[src/hdl/hce_pkg.sv]
`timescale 1ns / 1ps
`default_nettype none

package hce_pkg;

   localparam int LENGTH_BITS_DEFAULT = 32;
   localparam int OUT_BITS            = 32;

   localparam int PREFIX_LEN = 16;
   localparam logic [4:0] POS_BLANKS = 5'd16;
   localparam logic [4:0] POS_DIGITS = 5'd17;

   localparam logic [7:0] PREFIX_TEXT [PREFIX_LEN] = '{
      8'h43, 8'h6F, 8'h6E, 8'h74, 8'h65, 8'h6E, 8'h74, 8'h2D,
      8'h4C, 8'h65, 8'h6E, 8'h67, 8'h74, 8'h68, 8'h3A, 8'h20
   };

   localparam logic [7:0] CHAR_LF    = 8'h0A;
   localparam logic [7:0] CHAR_CR    = 8'h0D;
   localparam logic [7:0] CHAR_SPACE = 8'h20;
   localparam logic [7:0] CHAR_TAB   = 8'h09;
   localparam logic [7:0] CHAR_VT    = 8'h0B;
   localparam logic [7:0] CHAR_FF    = 8'h0C;
   localparam logic [7:0] CHAR_ZERO  = 8'h30;
   localparam logic [7:0] CHAR_NINE  = 8'h39;

   // Phase codes as they appear on the result channel.
   localparam logic [1:0] PHASE_CODE_HEADER = 2'd0;
   localparam logic [1:0] PHASE_CODE_BODY   = 2'd1;
   localparam logic [1:0] PHASE_CODE_DONE   = 2'd2;
   localparam logic [1:0] PHASE_CODE_OVER   = 2'd3;

   typedef enum logic [3:0] {
      PH_HEADER = 4'b0001,
      PH_BODY   = 4'b0010,
      PH_DONE   = 4'b0100,
      PH_OVER   = 4'b1000
   } phase_type;

   function automatic logic [1:0] phase_code(input phase_type ph);
      logic [1:0] code;
      unique case (ph)
         PH_HEADER: code = PHASE_CODE_HEADER;
         PH_BODY:   code = PHASE_CODE_BODY;
         PH_DONE:   code = PHASE_CODE_DONE;
         PH_OVER:   code = PHASE_CODE_OVER;
         default:   code = PHASE_CODE_HEADER;
      endcase
      return code;
   endfunction

   function automatic logic is_blank(input logic [7:0] b);
      return (b == CHAR_SPACE) || (b == CHAR_TAB) || (b == CHAR_CR) ||
             (b == CHAR_VT) || (b == CHAR_FF);
   endfunction

endpackage

`default_nettype wire

[src/hdl/hce_header.sv]
`timescale 1ns / 1ps
`default_nettype none

module hce_header #(
   parameter int LENGTH_BITS = hce_pkg::LENGTH_BITS_DEFAULT
) (
   input  wire logic                   clock,
   input  wire logic                   reset,
   input  wire logic                   step,
   input  wire logic [7:0]             data_byte,
   input  wire hce_pkg::phase_type     phase_cur,
   output logic                        header_end,
   output logic [LENGTH_BITS-1:0]      length_cur,
   output logic [LENGTH_BITS-1:0]      length_next
);

   localparam int WIDE_BITS = LENGTH_BITS + 4;

   logic [1:0]             line_pos_ff,       line_pos_in;
   logic                   first_is_cr_ff,    first_is_cr_in;
   logic [4:0]             match_pos_ff,      match_pos_in;
   logic                   match_failed_ff,   match_failed_in;
   logic                   digits_stopped_ff, digits_stopped_in;
   logic [LENGTH_BITS-1:0] digit_accum_ff,    digit_accum_in;
   logic [LENGTH_BITS-1:0] committed_ff,      committed_in;

   logic                   active;
   logic                   is_digit;
   logic [WIDE_BITS-1:0]   accum_wide;
   logic [WIDE_BITS-1:0]   accum_x10;
   logic [LENGTH_BITS-1:0] accum_sat;

   assign active   = step && (phase_cur == hce_pkg::PH_HEADER);
   assign is_digit = (data_byte >= hce_pkg::CHAR_ZERO) && (data_byte <= hce_pkg::CHAR_NINE);

   // Times ten as two shifted adds; any carry into the top nibble means overflow.
   assign accum_wide = {4'b0000, digit_accum_ff};
   assign accum_x10  = (accum_wide << 3) + (accum_wide << 1)
                       + {{(WIDE_BITS-4){1'b0}}, 4'(data_byte - hce_pkg::CHAR_ZERO)};
   assign accum_sat  = (accum_x10[WIDE_BITS-1:LENGTH_BITS] != 4'b0000)
                       ? {LENGTH_BITS{1'b1}} : accum_x10[LENGTH_BITS-1:0];

   always_comb begin
      line_pos_in       = line_pos_ff;
      first_is_cr_in    = first_is_cr_ff;
      match_pos_in      = match_pos_ff;
      match_failed_in   = match_failed_ff;
      digits_stopped_in = digits_stopped_ff;
      digit_accum_in    = digit_accum_ff;
      committed_in      = committed_ff;
      header_end        = 1'b0;

      if (active) begin
         if (data_byte == hce_pkg::CHAR_LF) begin
            if ((line_pos_ff == 2'd1) && first_is_cr_ff) begin
               header_end = 1'b1;
            end else if (!match_failed_ff && (match_pos_ff >= hce_pkg::POS_BLANKS)) begin
               committed_in = digit_accum_ff;
            end
            line_pos_in       = 2'd0;
            first_is_cr_in    = 1'b0;
            match_pos_in      = 5'd0;
            match_failed_in   = 1'b0;
            digits_stopped_in = 1'b0;
            digit_accum_in    = '0;
         end else begin
            if (line_pos_ff == 2'd0) begin
               first_is_cr_in = (data_byte == hce_pkg::CHAR_CR);
            end
            if (line_pos_ff != 2'd2) begin
               line_pos_in = line_pos_ff + 2'd1;
            end
            if (!match_failed_ff && !digits_stopped_ff) begin
               if (match_pos_ff < hce_pkg::POS_BLANKS) begin
                  if (data_byte == hce_pkg::PREFIX_TEXT[match_pos_ff[3:0]]) begin
                     match_pos_in = match_pos_ff + 5'd1;
                  end else begin
                     match_failed_in = 1'b1;
                  end
               end else if (is_digit) begin
                  digit_accum_in = accum_sat;
                  match_pos_in   = hce_pkg::POS_DIGITS;
               end else if (!((match_pos_ff == hce_pkg::POS_BLANKS) &&
                              hce_pkg::is_blank(data_byte))) begin
                  digits_stopped_in = 1'b1;
               end
            end
         end
      end
   end

   always_ff @(posedge clock) begin
      if (reset) begin
         line_pos_ff       <= 2'd0;
         first_is_cr_ff    <= 1'b0;
         match_pos_ff      <= 5'd0;
         match_failed_ff   <= 1'b0;
         digits_stopped_ff <= 1'b0;
         digit_accum_ff    <= '0;
         committed_ff      <= '0;
      end else begin
         line_pos_ff       <= line_pos_in;
         first_is_cr_ff    <= first_is_cr_in;
         match_pos_ff      <= match_pos_in;
         match_failed_ff   <= match_failed_in;
         digits_stopped_ff <= digits_stopped_in;
         digit_accum_ff    <= digit_accum_in;
         committed_ff      <= committed_in;
      end
   end

   assign length_cur  = committed_ff;
   assign length_next = committed_in;

endmodule

`default_nettype wire

[src/hdl/hce_body.sv]
`timescale 1ns / 1ps
`default_nettype none

module hce_body #(
   parameter int LENGTH_BITS = hce_pkg::LENGTH_BITS_DEFAULT
) (
   input  wire logic                   clock,
   input  wire logic                   reset,
   input  wire logic                   step,
   input  wire logic                   header_end,
   input  wire logic [LENGTH_BITS-1:0] length_cur,
   output hce_pkg::phase_type          phase_cur,
   output hce_pkg::phase_type          phase_next,
   output logic                        body_byte,
   output logic [LENGTH_BITS-1:0]      count_next
);

   hce_pkg::phase_type     phase_ff, phase_in;
   logic [LENGTH_BITS-1:0] count_ff, count_in;
   logic [LENGTH_BITS-1:0] count_inc;

   assign count_inc = (count_ff == {LENGTH_BITS{1'b1}}) ? count_ff
                                                        : count_ff + LENGTH_BITS'(1);

   always_comb begin
      phase_in  = phase_ff;
      count_in  = count_ff;
      body_byte = 1'b0;
      if (step) begin
         unique case (phase_ff) inside
            hce_pkg::PH_HEADER: begin
               if (header_end) begin
                  phase_in = (length_cur == '0) ? hce_pkg::PH_DONE : hce_pkg::PH_BODY;
               end
            end
            hce_pkg::PH_BODY: begin
               body_byte = 1'b1;
               count_in  = count_inc;
               if (count_inc == length_cur) begin
                  phase_in = hce_pkg::PH_DONE;
               end else if (count_inc > length_cur) begin
                  phase_in = hce_pkg::PH_OVER;
               end
            end
            hce_pkg::PH_DONE, hce_pkg::PH_OVER: begin
               phase_in = phase_ff;
            end
            default: begin
               phase_in = hce_pkg::PH_HEADER;
            end
         endcase
      end
   end

   always_ff @(posedge clock) begin
      if (reset) begin
         phase_ff <= hce_pkg::PH_HEADER;
         count_ff <= '0;
      end else begin
         phase_ff <= phase_in;
         count_ff <= count_in;
      end
   end

   assign phase_cur  = phase_ff;
   assign phase_next = phase_in;
   assign count_next = count_in;

endmodule

`default_nettype wire

[src/hdl/http_content_length_extractor.sv]
// Channel   Direction  Handshake              Payload
// req_      in         req_valid / req_ready  req_data_byte
// rsp_      out        rsp_valid / rsp_ready  rsp_phase, rsp_header_end, rsp_body_byte,
//                                             rsp_byte_out, rsp_length_value, rsp_body_total
//
// One byte per clock sustained while rsp_ready stays high. A byte is held in the input register,
// then the parser and body counter update from it and load the result register.
// rsp_valid rises when the result register loads, after the byte has passed the input register.
// Synchronous active-high reset returns to the header phase with all counts at zero.
// A stalled result register holds the input register, which in turn drops req_ready.
`timescale 1ns / 1ps
`default_nettype none

module http_content_length_extractor #(
   parameter int LENGTH_BITS = hce_pkg::LENGTH_BITS_DEFAULT
) (
   input  wire logic        clock,
   input  wire logic        reset,
   input  wire logic        req_valid,
   output logic             req_ready,
   input  wire logic [7:0]  req_data_byte,
   output logic             rsp_valid,
   input  wire logic        rsp_ready,
   output logic [1:0]       rsp_phase,
   output logic             rsp_header_end,
   output logic             rsp_body_byte,
   output logic [7:0]       rsp_byte_out,
   output logic [31:0]      rsp_length_value,
   output logic [31:0]      rsp_body_total
);

   localparam int OUT_BITS = hce_pkg::OUT_BITS;

   logic                   in_valid_ff;
   logic [7:0]             in_byte_ff;
   logic                   out_valid_ff;
   logic [1:0]             out_phase_ff;
   logic                   out_hend_ff;
   logic                   out_body_ff;
   logic [7:0]             out_byte_ff;
   logic [OUT_BITS-1:0]    out_length_ff, out_length_in;
   logic [OUT_BITS-1:0]    out_total_ff,  out_total_in;

   logic                   advance;
   logic                   header_end;
   logic                   body_byte;
   logic [LENGTH_BITS-1:0] length_cur;
   logic [LENGTH_BITS-1:0] length_next;
   logic [LENGTH_BITS-1:0] count_next;
   hce_pkg::phase_type     phase_cur;
   hce_pkg::phase_type     phase_next;

   assign advance   = in_valid_ff && (!out_valid_ff || rsp_ready);
   assign req_ready = !in_valid_ff || advance;

   hce_header #(.LENGTH_BITS(LENGTH_BITS)) u_header (
      .clock       (clock),
      .reset       (reset),
      .step        (advance),
      .data_byte   (in_byte_ff),
      .phase_cur   (phase_cur),
      .header_end  (header_end),
      .length_cur  (length_cur),
      .length_next (length_next)
   );

   hce_body #(.LENGTH_BITS(LENGTH_BITS)) u_body (
      .clock      (clock),
      .reset      (reset),
      .step       (advance),
      .header_end (header_end),
      .length_cur (length_cur),
      .phase_cur  (phase_cur),
      .phase_next (phase_next),
      .body_byte  (body_byte),
      .count_next (count_next)
   );

   // The result fields carry the low bits of the counters.
   generate
      if (LENGTH_BITS >= OUT_BITS) begin : g_trunc
         assign out_length_in = length_next[OUT_BITS-1:0];
         assign out_total_in  = count_next[OUT_BITS-1:0];
      end else begin : g_extend
         assign out_length_in = {{(OUT_BITS-LENGTH_BITS){1'b0}}, length_next};
         assign out_total_in  = {{(OUT_BITS-LENGTH_BITS){1'b0}}, count_next};
      end
   endgenerate

   always_ff @(posedge clock) begin
      if (reset) begin
         in_valid_ff  <= 1'b0;
         out_valid_ff <= 1'b0;
      end else begin
         if (req_ready) begin
            in_valid_ff <= req_valid;
         end
         if (advance) begin
            out_valid_ff <= 1'b1;
         end else if (rsp_ready) begin
            out_valid_ff <= 1'b0;
         end
      end
   end

   always_ff @(posedge clock) begin
      if (req_ready && req_valid) begin
         in_byte_ff <= req_data_byte;
      end
      if (advance) begin
         out_phase_ff  <= hce_pkg::phase_code(phase_next);
         out_hend_ff   <= header_end;
         out_body_ff   <= body_byte;
         out_byte_ff   <= in_byte_ff;
         out_length_ff <= out_length_in;
         out_total_ff  <= out_total_in;
      end
   end

   assign rsp_valid        = out_valid_ff;
   assign rsp_phase        = out_phase_ff;
   assign rsp_header_end   = out_hend_ff;
   assign rsp_body_byte    = out_body_ff;
   assign rsp_byte_out     = out_byte_ff;
   assign rsp_length_value = out_length_ff;
   assign rsp_body_total   = out_total_ff;

`ifndef SYNTHESIS
   a_hend_leaves_header : assert property (@(posedge clock) disable iff (reset)
      (rsp_valid && rsp_header_end) |->
         (rsp_phase == hce_pkg::PHASE_CODE_BODY || rsp_phase == hce_pkg::PHASE_CODE_DONE))
      else $error("header end reported without leaving the header phase");

   a_body_not_header : assert property (@(posedge clock) disable iff (reset)
      (rsp_valid && rsp_body_byte) |-> (rsp_phase != hce_pkg::PHASE_CODE_HEADER))
      else $error("body byte counted while still in the header phase");

   a_phase_onehot : assert property (@(posedge clock) disable iff (reset)
      $onehot(phase_cur))
      else $error("phase register is not one-hot");

   a_done_frozen : assert property (@(posedge clock) disable iff (reset)
      (phase_cur == hce_pkg::PH_DONE || phase_cur == hce_pkg::PH_OVER) |=>
         ($stable(phase_cur) && $stable(length_cur)))
      else $error("state changed after the body finished");
`endif

endmodule

`default_nettype wire
[config.mk]
export PLATFORM = sky130hd
export DESIGN_NAME = http_content_length_extractor
export DESIGN_NICKNAME = d
export VERILOG_FILES = /design/src/hdl/hce_pkg.sv /design/src/hdl/hce_header.sv /design/src/hdl/hce_body.sv /design/src/hdl/http_content_length_extractor.sv
export SDC_FILE = /design/constraint.sdc
export NUM_CORES = 1
export LEC_CHECK = 0
export ABC_AREA = 0
export BUFFER_PORTS_ARGS = -buffer_cell sky130_fd_sc_hd__buf_4
export CORE_ASPECT_RATIO = 1.25
export CORE_MARGIN = 1
export CORE_UTILIZATION = 50
export DETAILED_ROUTE_END_ITERATION = 10
export PLACE_DENSITY = 0.68
export RECOVER_POWER = 50
export SETUP_SLACK_MARGIN = 0.02
export SYNTH_ARGS = -nofsm -noshare
export SYNTH_HDL_FRONTEND = slang
export SYNTH_SLANG_ARGS = --single-unit
[constraint.sdc]
create_clock -name clock -period 8.8 [get_ports clock]
set_input_delay 2.64 -clock clock [delete_from_list [all_inputs] [get_ports clock]]
set_output_delay 2.64 -clock clock [all_outputs]
set_load 0.005 [all_outputs]
After elaboration in Yosys (flattened, before gate mapping) --
Memories as Yosys holds them, arrays and structs flattened. Cells that the tools add are included.
Cells by class: add/subtract/negate cells 6, magnitude comparators 6, equal/unequal tests 24, mux-type cells 45, bitwise operators 1, reductions and logical operators 35
Operators by type and width (number):
- $mux W32 | 12
- $eq A8 B4 Y1 const B | 5
- $add A35 B33 Y36 | 1
- $add A36 B4 Y36 | 1
- $add A32 B1 Y32 const B | 1
- $eq A32 B32 Y1 | 1
- $eq A32 B32 Y1 const B | 1
- $gt A32 B32 Y1 | 1
- $logic_not A32 Y1 | 1
- $mux W5 | 5
- $mux W1 | 17
- $mux W4 | 4
- $mux W8 | 2
- $pmux W4 S3 | 1
- $reduce_and A4 Y1 | 3
- $reduce_bool A2 Y1 | 6
- $ge A5 B5 Y1 const B | 2
- $eq A4 B2 Y1 const B | 2
- $eq A4 B3 Y1 const B | 2
- $eq A4 B4 Y1 const B | 2
- $eq A8 B6 Y1 const B | 1
- $eq A8 B8 Y1 | 1
- $ge A8 B6 Y1 const B | 1
- $le A8 B6 Y1 const B | 1
- 23 further kinds | 43
Storage, ports and cells: flip-flop bits (word level) 196, bits in read-only memories 128, output and inout port bits 78, logic and storage cells 136, memories kept 1
Memory list:
- (no name shown) | depth 16, bits a word 8, rd ports 1, clocked after Yosys merged registers in 0, wr ports 0, line hce_header.sv:75 | if (data_byte == hce_pkg::PREFIX_TEXT[match_pos_ff[3:0]]) begin

Depth between registers and ports, before layout --
Gate-level depths: netlist (run 1).
word-level depth 11, gate-level depth with buffers 19, mapped depth without buffers 17

By module --
Synthesis (run 1) repeated with hierarchy kept, for this count alone.
Second synthesis, totals: cells, all modules 1187, area total of the unflattened synthesis 11955.2 µm²
By module, submodules not included:
- hce_header | instances 1, cells each 586, area each 5440.2 µm², sequential area each 1481.4 µm²
- hce_body | instances 1, cells each 503, area each 3868.7 µm², sequential area each 720.7 µm²
- http_content_length_extractor | instances 1, cells each 98, area each 2646.3 µm², sequential area each 2562.5 µm²

Least setup slack after synthesis (run 1) --
Ideal clock, no wire load.
kind input-to-reg, start point input port rsp_ready, end point register u_header.committed_ff[27], in the netlist u_header.length_cur[27], library setup time 0.071 ns, data arrival time 5.912 ns, path slack 2.817 ns, cell stages on the path 10, cell sequence nand2b_1 > nand2_1 > inv_1 > nand2_1 > nor2_1 > and3_1 > clkbuf_1 > clkbuf_1 > nand2_1 > a21oi_1
Between the ends: word-level cells in the longest chain between the ends 4
RTL lines:
- from (decl) | line http_content_length_extractor.sv:23 | input wire logic rsp_ready,
- $logic_or A1 B1 Y1 | line http_content_length_extractor.sv:53 | assign advance = in_valid_ff && (!out_valid_ff || rsp_ready);
- $logic_and A1 B1 Y1 | line http_content_length_extractor.sv:53
- net advance | line http_content_length_extractor.sv:44 | logic advance;
- $logic_and A1 B1 Y1 | line hce_header.sv:33 | assign active = step && (phase_cur == hce_pkg::PH_HEADER);
- $mux W32 | line hce_header.sv:53 | if (active) begin
- to (signal assigned) | line hce_header.sv:108 | committed_ff <= committed_in;
- to (decl) | line hce_header.sv:25 | logic [LENGTH_BITS-1:0] committed_ff, committed_in;
The timed path passes the listed nets, and every way through them passes these cells. A chain may end at the register's enable or synchronous reset.

==> metrics, run 1 <==
status complete, but fails checks; failing checks capacitance limit, slew limit; sequential share of the synthesized area 0.420; Peak VDD IR approximately 170 uV; Sw Pwr approximately 360 uW; Clock Sinks a little under 200; Switching Share 0.201; WL met2 roughly 13,000 um; post-synthesis register bit count ~200; CP required 9.11 ns; hold wc startpoint u_header.first_is_cr_ff; detail-routed via count per cell approximately 5.7; fin crit period 6.74 ns; PwrDens approximately 140 mW/mm^2; Layout Skew 0.0102 ns; Inst Count DP 1,550; Crit. Startpoint reset; Final setup viols 0; routability congestion estimate from global placement between 0.8 and 0.9; Crit path top cell by count clkbuf_1; hpwl dp 19,400 um; setup TNS 0 ns; Achievable Freq 148 MHz; RSZ-0062 raised after global routing no; reg2reg start u_body.count_ff[19]; fin cells approximately 1,600; Core ar. approximately 0.022 mm^2; CP max stage delay roughly 2 ns; critical path class input port to flop; Max-slew headroom -0.962; gr ovfl total 0; critical path's slowest cell clkbuf_1; final WL 25,900 um; Num CTS Buffers 17; Gate power share 0.033; # IOs 90; PortBufs 89; drt pass-1 iters 5; initial core utilization 0.509; Std-Cell Rows roughly 60; Post-DP Area ~0.012 mm^2; Area Growth Syn to Fin 12.1%; initial antenna violation count 0; Synth Warn # 0; Worst-Margin Slew 2.94 ns; CTS root buffer clkbuf_16; antenna-violating nets left 0; largest net degree at the start of global routing between 80 and 90; total number of vias 8,983; TritonCTS clock tree done; Worst path depth 7; Tot Pwr about 1.8 mW; hold slack approximately 0.46 ns; global-route wire length before repair around 43,000 um; worst hold path class flop to flop; crit end category flop; hold_buf cts 0; DR DRC count 0; CTS H-Tree Depth 4; r2r setup slk roughly 3.8 ns; Reg power frac 0.541; P_leak 5.22 nW; CP cell instances clkbuf_1 > inv_1 > clkbuf_1 > nand4_1 > buf_4 > a311o_1 > o211ai_1; Place WS slightly above 3 ns; count of cell types in the netlist 73; EDFF count, synth 84; met3 WL 827 um; n_diodes 0; Critical Path Fanout Max between 60 and 70; cell taking the most area after synthesis edfxtp_1; share of the synthesized area in the top cell type 0.222; Final Max Slew Viols just over 100; Synth Cell Area roughly 0.011 mm^2; Post-Syn Nets 1,345; GRT Util Overall 0.232; ys async rst share 0; CP bufs+invs 4; hold path cells 2; end-of-flow core utilization 0.571; max-cap violations 2; post-CTS setup buffer count 0; Power Internal around 1.4 mW; Top FF cell, synth dfxtp_1; maximum root-to-sink buffer count 2; Mapped Cells ~1,200; wire per inst 16.4 um; period utilisation layout 0.766; Nets between 1,000 and 1,500; crit path to u_header.digit_accum_ff[21]; CP Launch Type input port; Top Layer Used met4; largest cells by area after synthesis edfxtp_1 22%, dfxtp_1 20%, ha_1 11%; Reg2Reg Depth 16; CP delay by family, top buffers and inverters; Hold Fails Final Rpt 0; die height roughly 170 um; Post-Syn Area per Cell around 9.3 um^2; vias in the first global route 8,690; Reg-to-Reg End rsp_phase[1]; wl on met1 between 10,000 and 15,000 um; clock power share 0.426; count leader, synth nand2_1; share of layout cells above drive strength 1 0.102; die area approximately 0.023 mm^2; Post-synth top cells 176 x nand2_1, 112 x dfxtp_1, 104 x ha_1; Clk pin slew, worst setup/hold paths about 0.06 ns; CP arrival approximately 7.1 ns; Post-Layout Inst Area ~0.013 mm^2; Resize count post-CTS 0; worst skew pair latency 0.43 ns; post-route setup slack about 2.1 ns; DR iter-0 viols ~630; Horiz. Die Dim roughly 140 um
layer usage:
layer,GRT usage,up-vias
li1,-,4553
met1,0.300,4218
met2,0.396,175
met3,0.0322,37
met4,0.0784,0
met5,0,-
cell families (layout without fill, tap and decap cells):
group                    Yosys count  after routing  synth area share
adder cells (fa/ha/maj)          107            107             0.119
buffers and inverters            108            180            0.0382
XOR/XNOR                          92             92            0.0710
AND/OR/NAND/NOR                  436            436             0.190
multiplexers                       5              5           0.00474
AO/OA/AOI/OAI                    283            283             0.158
flip-flops                       196            196             0.420
flip-flops by register name (all words and copies together), names as in the netlist, 5 cells and up:
register and flops:
u_header.length_cur 32, rsp_length_value 32, u_header.match_pos_ff 5, rsp_body_total 32, in_byte_ff 8, rsp_byte_out 8
u_body.count_ff 32, u_header.digit_accum_ff 32
layout by cell type (no fill, tap or decap), drive strengths merged, types with 12 or more instances in the layout:
cell / instances
a21o: 18
nand4: 40
a21oi: 102
clkbuf: 117
o21ai: 65
and3: 14
xor2: 38
ha: 104
inv: 52
dfxtp: 112
nand3: 25
xnor2: 54
and2: 38
a22oi: 13
edfxtp: 84
nor2: 61
nor4: 14
nor3: 23
nand2: 176
a31oi: 12
worst reg2reg max path, stage by stage, from the launching register on:
cell	delay, ns
dfxtp_1	0.38
and4_1	0.26
and3_1	0.31
nand4_1	0.40
nand2_1	0.23
nor4_1	0.80
nand4_1	0.22
xnor2_1	0.18
ha_1	0.30
nand4_1	0.11
nor3_1	0.31
and2_1	0.25
nand4_1	0.20
o21ai_0	0.22
a22oi_1	0.14
mux2_2	0.33
a211oi_1	0.25
power by group through the flow:
stage / logic (mW) / registers (mW) / clock network [mW]
finish: 0.0590 / 0.978 / 0.770
global route: 0.0660 / 0.980 / 0.823
CTS: 0.0629 / 0.979 / 0.783
detailed placement: 0.0625 / 0.999 / 0
global placement: 0.0616 / 0.998 / 0
floorplan: 0.0253 / 0.997 / 0
final cells by class:
class                           instances  area [um^2]
Clock inverter                          4         71.3
Multi-Input combinational cell        923         6160
Sequential cell                       196         4760
Tap cell                              283          354
Clock buffer                           28          508
Fill cell                            2030         9560
Inverter                               52          195
Timing Repair Buffer                   96          679
worst min-delay path by stage:
| stage | slack [ns] | end |
|---|---|---|
| 6_report | 0.46 | u_header.first_is_cr_ff |
| 3_5_place_dp | 0.45 | u_header.first_is_cr_ff |
| 2_1_floorplan | 0.43 | u_header.first_is_cr_ff |
| 3_3_place_gp | 0.44 | u_header.first_is_cr_ff |
| 5_1_grt | 0.49 | u_header.first_is_cr_ff |
| 4_1_cts | 0.46 | u_header.first_is_cr_ff |
(Power assumes the default switching activity.)
==> run 2, diff against run 1 <==
==> constraint.sdc (replaced) <==
create_clock -name clock -period 6.95 [get_ports clock]
set_input_delay 2.085 -clock clock [delete_from_list [all_inputs] [get_ports clock]]
set_output_delay 2.085 -clock clock [all_outputs]
set_load 0.005 [all_outputs]
==> metrics, run 2 (synthesized netlist as in run 1, its figures left out) <==
Max-slew headroom -0.902; n_diodes 0; Peak VDD IR 183 uV; failing checks capacitance limit, slew limit; CTS H-Tree Depth 4; grt met2 use 0.397; Nets between 1,000 and 1,500; Worst-Margin Slew ~2.9 ns; hpwl dp between 15,000 and 20,000 um; PortBufs approximately 90; global-route met1 utilization 0.295; hold_buf cts 0; post-route setup slack approximately 1.8 ns; critical path's slowest cell clkbuf_2; worst skew pair latency 0.44 ns; setup TNS 0 ns; die area 0.0233 mm^2; drt pass-1 iters 5; status complete, but fails checks; antenna-violating nets left 0; Hold Fails Final Rpt 0; Critical Path Fanout Max 80; maximum root-to-sink buffer count 2; Area Growth Syn to Fin 12.4%; period utilisation layout 0.747; Reg-to-Reg End rsp_phase[1]; DR DRC count 0; Layout Skew between 0.01 and 0.015 ns; Clk pin slew, worst setup/hold paths about 0.07 ns; RSZ-0062 raised after global routing no; global-route wire length before repair ~42,000 um; total number of vias 9,041; most frequent cells in the layout 176 x nand2_1, 112 x dfxtp_1, 104 x ha_1; P_leak about 5.2 nW; final WL roughly 26,000 um; gr ovfl total 0; Crit. Startpoint rsp_ready; critical path class input port to flop; gr busiest metal met2; routability congestion estimate from global placement approximately 0.95; die height around 170 um; CP cell instances clkbuf_4 > nand2b_1 > nand2_1 > inv_1 > clkbuf_2 > nand2_1 > nor4_1 > xor2_1 > and2_1; DR iter-0 viols 670; crit path to u_body.count_ff[21]; CP Launch Type input port; Final Max Slew Viols about 140; PwrDens 183 mW/mm^2; Clock Sinks around 200; CP required 7.32 ns; Num CTS Buffers 17; CP max stage delay between 1 and 1.5 ns; largest net degree at the start of global routing 81; Core ar. approximately 0.022 mm^2; fin crit period roughly 5.2 ns; vias in the first global route about 8,700; CTS root buffer clkbuf_16; reg2reg start u_body.count_ff[19]; Resize count post-CTS 0; crit end category flop; Crit path top cell by count nand2_1; Reg2Reg Depth 16; Std-Cell Rows between 60 and 70; Horiz. Die Dim about 140 um; commonest non-fill, non-tap cell in the layout nand2_1; post-CTS setup buffer count 0; r2r setup slk approximately 2 ns; Place WS around 2.2 ns; TritonCTS clock tree done; wire per inst about 17 um; initial core utilization 0.509; max-cap violations 2; # IOs 90; Final setup viols 0; detail-routed via count per cell 5.71; initial antenna violation count 0; share of layout cells above drive strength 1 0.105; Achievable Freq between 150 and 200 MHz; GRT Util Overall 0.233; met3 Use GR 0.0354; CP arrival roughly 5.6 ns; worst hold path class flop to flop
-- run 2: changes by cell type in the layout (fill, tap and decap cells not counted), sizes merged --
cell / delta
bufinv: +2
clkbuf: -9
inv: +2
clkinv: +6
-- run 2: report_power, final --
group          internal, mW  switching, mW  leakage (nW)
Combinational        0.0322         0.0434          3.25
Sequential             1.23         0.0139          1.67
Clock                 0.600          0.422         0.303
Total                  1.86          0.480          5.23
-- run 2: how the worst min path moves through the flow --
stage / endpoint / from / depth (start not counted) / slack (ns)
4_1_cts: u_header.first_is_cr_ff / u_header.first_is_cr_ff / 2 / 0.48
3_3_place_gp: u_header.first_is_cr_ff / u_header.first_is_cr_ff / 2 / 0.44
3_5_place_dp: u_header.first_is_cr_ff / u_header.first_is_cr_ff / 2 / 0.47
6_report: u_header.first_is_cr_ff / u_header.first_is_cr_ff / 2 / 0.48
5_1_grt: u_header.first_is_cr_ff / u_header.first_is_cr_ff / 2 / 0.50
2_1_floorplan: u_header.first_is_cr_ff / u_header.first_is_cr_ff / 2 / 0.43
-- run 2: worst max-delay path, delay by kind of cell --
kind | cells | cell delay, ns
buffers and inverters | 3 | 1.68
and+or+nand+nor | 5 | 1.56
xor gates and xnor gates | 1 | 0.22
-- run 2: through the flow --
step           total power, mW  utilization  std cells  cell area (um^2)  hold slack [ns]
2_1_floorplan             1.29            -       1227             11400            0.432
3_3_place_gp              1.34        0.547       1551             12200            0.441
3_5_place_dp              1.34        0.547       1551             12200            0.466
4_1_cts                   2.36        0.575       1583             12800            0.475
5_1_grt                   2.41        0.573       1583             12800            0.499
6_report                  2.34        0.573       1583             12800            0.477
-- run 2: metal layers --
| metal | up-vias | wire (um) |
|---|---|---|
| met5 | - | 0 |
| met4 | 0 | 735 |
| met1 | 4191 | 11900 |
| met3 | 41 | 975 |
| met2 | 240 | 12700 |
| li1 | 4569 | - |
-- run 2: final cells by class --
type                            count  area, um^2
Inverter                           52         195
Sequential cell                   196        4760
Clock inverter                     14         183
Clock buffer                       18         429
Timing Repair Buffer               97         681
Multi-Input combinational cell    923        6160
Tap cell                          283         354
Fill cell                        2009        9520
==> run 3, diff against run 2 <==
==> constraint.sdc (replaced) <==
create_clock -name clock -period 4.9 [get_ports clock]
set_input_delay 1.47 -clock clock [delete_from_list [all_inputs] [get_ports clock]]
set_output_delay 1.47 -clock clock [all_outputs]
set_load 0.005 [all_outputs]
==> metrics, run 3 (synthesized netlist as in run 1, its figures left out) <==
Worst-Margin Slew 0.918 ns; PwrDens between 200 and 300 mW/mm^2; detail-routed via count per cell approximately 5.8; end-of-flow core utilization 0.576; max-cap violations 0; Achievable Freq roughly 220 MHz; Reg-to-Reg End rsp_phase[1]; Std-Cell Rows between 60 and 70; Resize count post-CTS 0; CP arrival between 4 and 5 ns; most frequent cells in the layout 176 x nand2_1, 112 x dfxtp_1, 104 x ha_1; crit end category flop; reg2reg start u_body.count_ff[18]; CP Launch Type flop; initial antenna violation count 0; CP required 5.15 ns; Crit path top cell by count and4_1; n_diodes 0; CTS H-Tree Depth 4; Num CTS Buffers 17; CTS root buffer clkbuf_16; wire per inst ~17 um; largest net degree at the start of global routing 42; CP max stage delay approximately 0.55 ns; hold_buf cts 0; Clk pin slew, worst setup/hold paths ~0.070 ns; gr ovfl total 0; worst hold path class flop to flop; initial core utilization 0.509; critical path class flop to flop; share of layout cells above drive strength 1 0.112; worst skew pair latency between 0.4 and 0.5 ns; setup TNS 0 ns; fin crit period 4.63 ns; hold path cells 2; r2r setup slk approximately 0.27 ns; GRT Util Overall 0.236; Critical Path Fanout Max 10; Final setup viols 0; TritonCTS clock tree done; period utilisation layout 0.946; Area Growth Syn to Fin 13.0%; hold wc startpoint u_header.first_is_cr_ff; drt pass-1 iters 7; Max-slew headroom 0.388; post-CTS setup buffer count 0; hold slack 0.454 ns; vias in the first global route ~8,700; Hold EP u_header.first_is_cr_ff; status finished, final reports clean; Core ar. 0.0223 mm^2; Tot Pwr between 3 and 4 mW; hpwl dp between 20,000 and 25,000 um; DR iter-0 viols around 530; Clock Sinks between 150 and 200; # IOs 90; final WL 26,800 um; Hold Fails Final Rpt 0; Layout Skew around 0.017 ns; routability congestion estimate from global placement approximately 0.90; Reg2Reg Depth 16; CP cell instances and4_1 > and3_1 > and4_1 > nor4b_1 > and2_1 > and4_1 > xor2_1 > ha_1 > nand4_1 > nor3_1 > and2_1 > nand4_1 > o21ai_0 > a22oi_1 > mux2_2 > a211oi_1; die area between 0.02 and 0.025 mm^2; maximum root-to-sink buffer count 2; RSZ-0062 raised after global routing no; critical path's slowest cell nor4b_1; PortBufs around 90; global-route wire length before repair between 40,000 and 50,000 um; Horiz. Die Dim 137 um; commonest non-fill, non-tap cell in the layout nand2_1; Peak VDD IR 244 uV; P_leak ~5.3 nW; Final Max Slew Viols 0; antenna-violating nets left 0; die height around 170 um; DR DRC count 0; total number of vias roughly 9,100; Nets approximately 1,400
==> run 3: worst max path at each step <==
stage                              from                 endpoint  slack, ns  cells after the start
finish              u_body.count_ff[18]             rsp_phase[1]       0.27                     16
global route        u_body.count_ff[19]             rsp_phase[1]       0.06                     16
CTS                 u_body.count_ff[19]             rsp_phase[1]       0.32                     16
detailed placement  u_body.count_ff[19]             rsp_phase[1]       0.40                     16
global placement    u_body.count_ff[19]             rsp_phase[1]       0.52                     16
floorplan                     rsp_ready  u_header.length_cur[27]       0.09                     10
==> run 3: area by class of cell <==
cell class | instances | area [um^2]
fill | 1955 | 9460
multi-input combinational | 923 | 6150
sequential | 196 | 4760
timing repair buffer | 105 | 754
clock buffer | 22 | 454
tap | 283 | 354
inverter | 52 | 195
clock inverter | 10 | 150
==> run 3: routing by layer <==
layer / wire length (um) / track usage / up-vias
met5: 0 / 0 / -
met4: 642 / 0.0860 / 0
met3: 917 / 0.0274 / 41
met2: 13400 / 0.410 / 234
met1: 11800 / 0.297 / 4308
li1: - / - / 4566
==> run 3: metrics by stage <==
stage                     std cells  setup WS [ns]  instance area (um^2)
final                          1591          0.265                 12800
after global routing           1591         0.0615                 12800
after CTS                      1591          0.324                 12900
after detailed placement       1559          0.405                 12300
after global placement         1559          0.516                 12300
after floorplan                1227         0.0873                 11400
==> run 3: where the power goes <==
part           internal, mW  switching [mW]  total (mW)
Combinational        0.0476          0.0613       0.109
Clock                 0.827           0.620        1.45
Sequential             1.74          0.0189        1.75
==> run 3: critical path, delay by kind of cell, from the launching register on <==
family	cells	cell delay, ns
DFF	1	0.39
adders and majority gates	1	0.32
muxes	1	0.31
AOI/OAI and AO/OA	3	0.62
and+or+nand+nor	10	2.74
xor gates and xnor gates	1	0.08
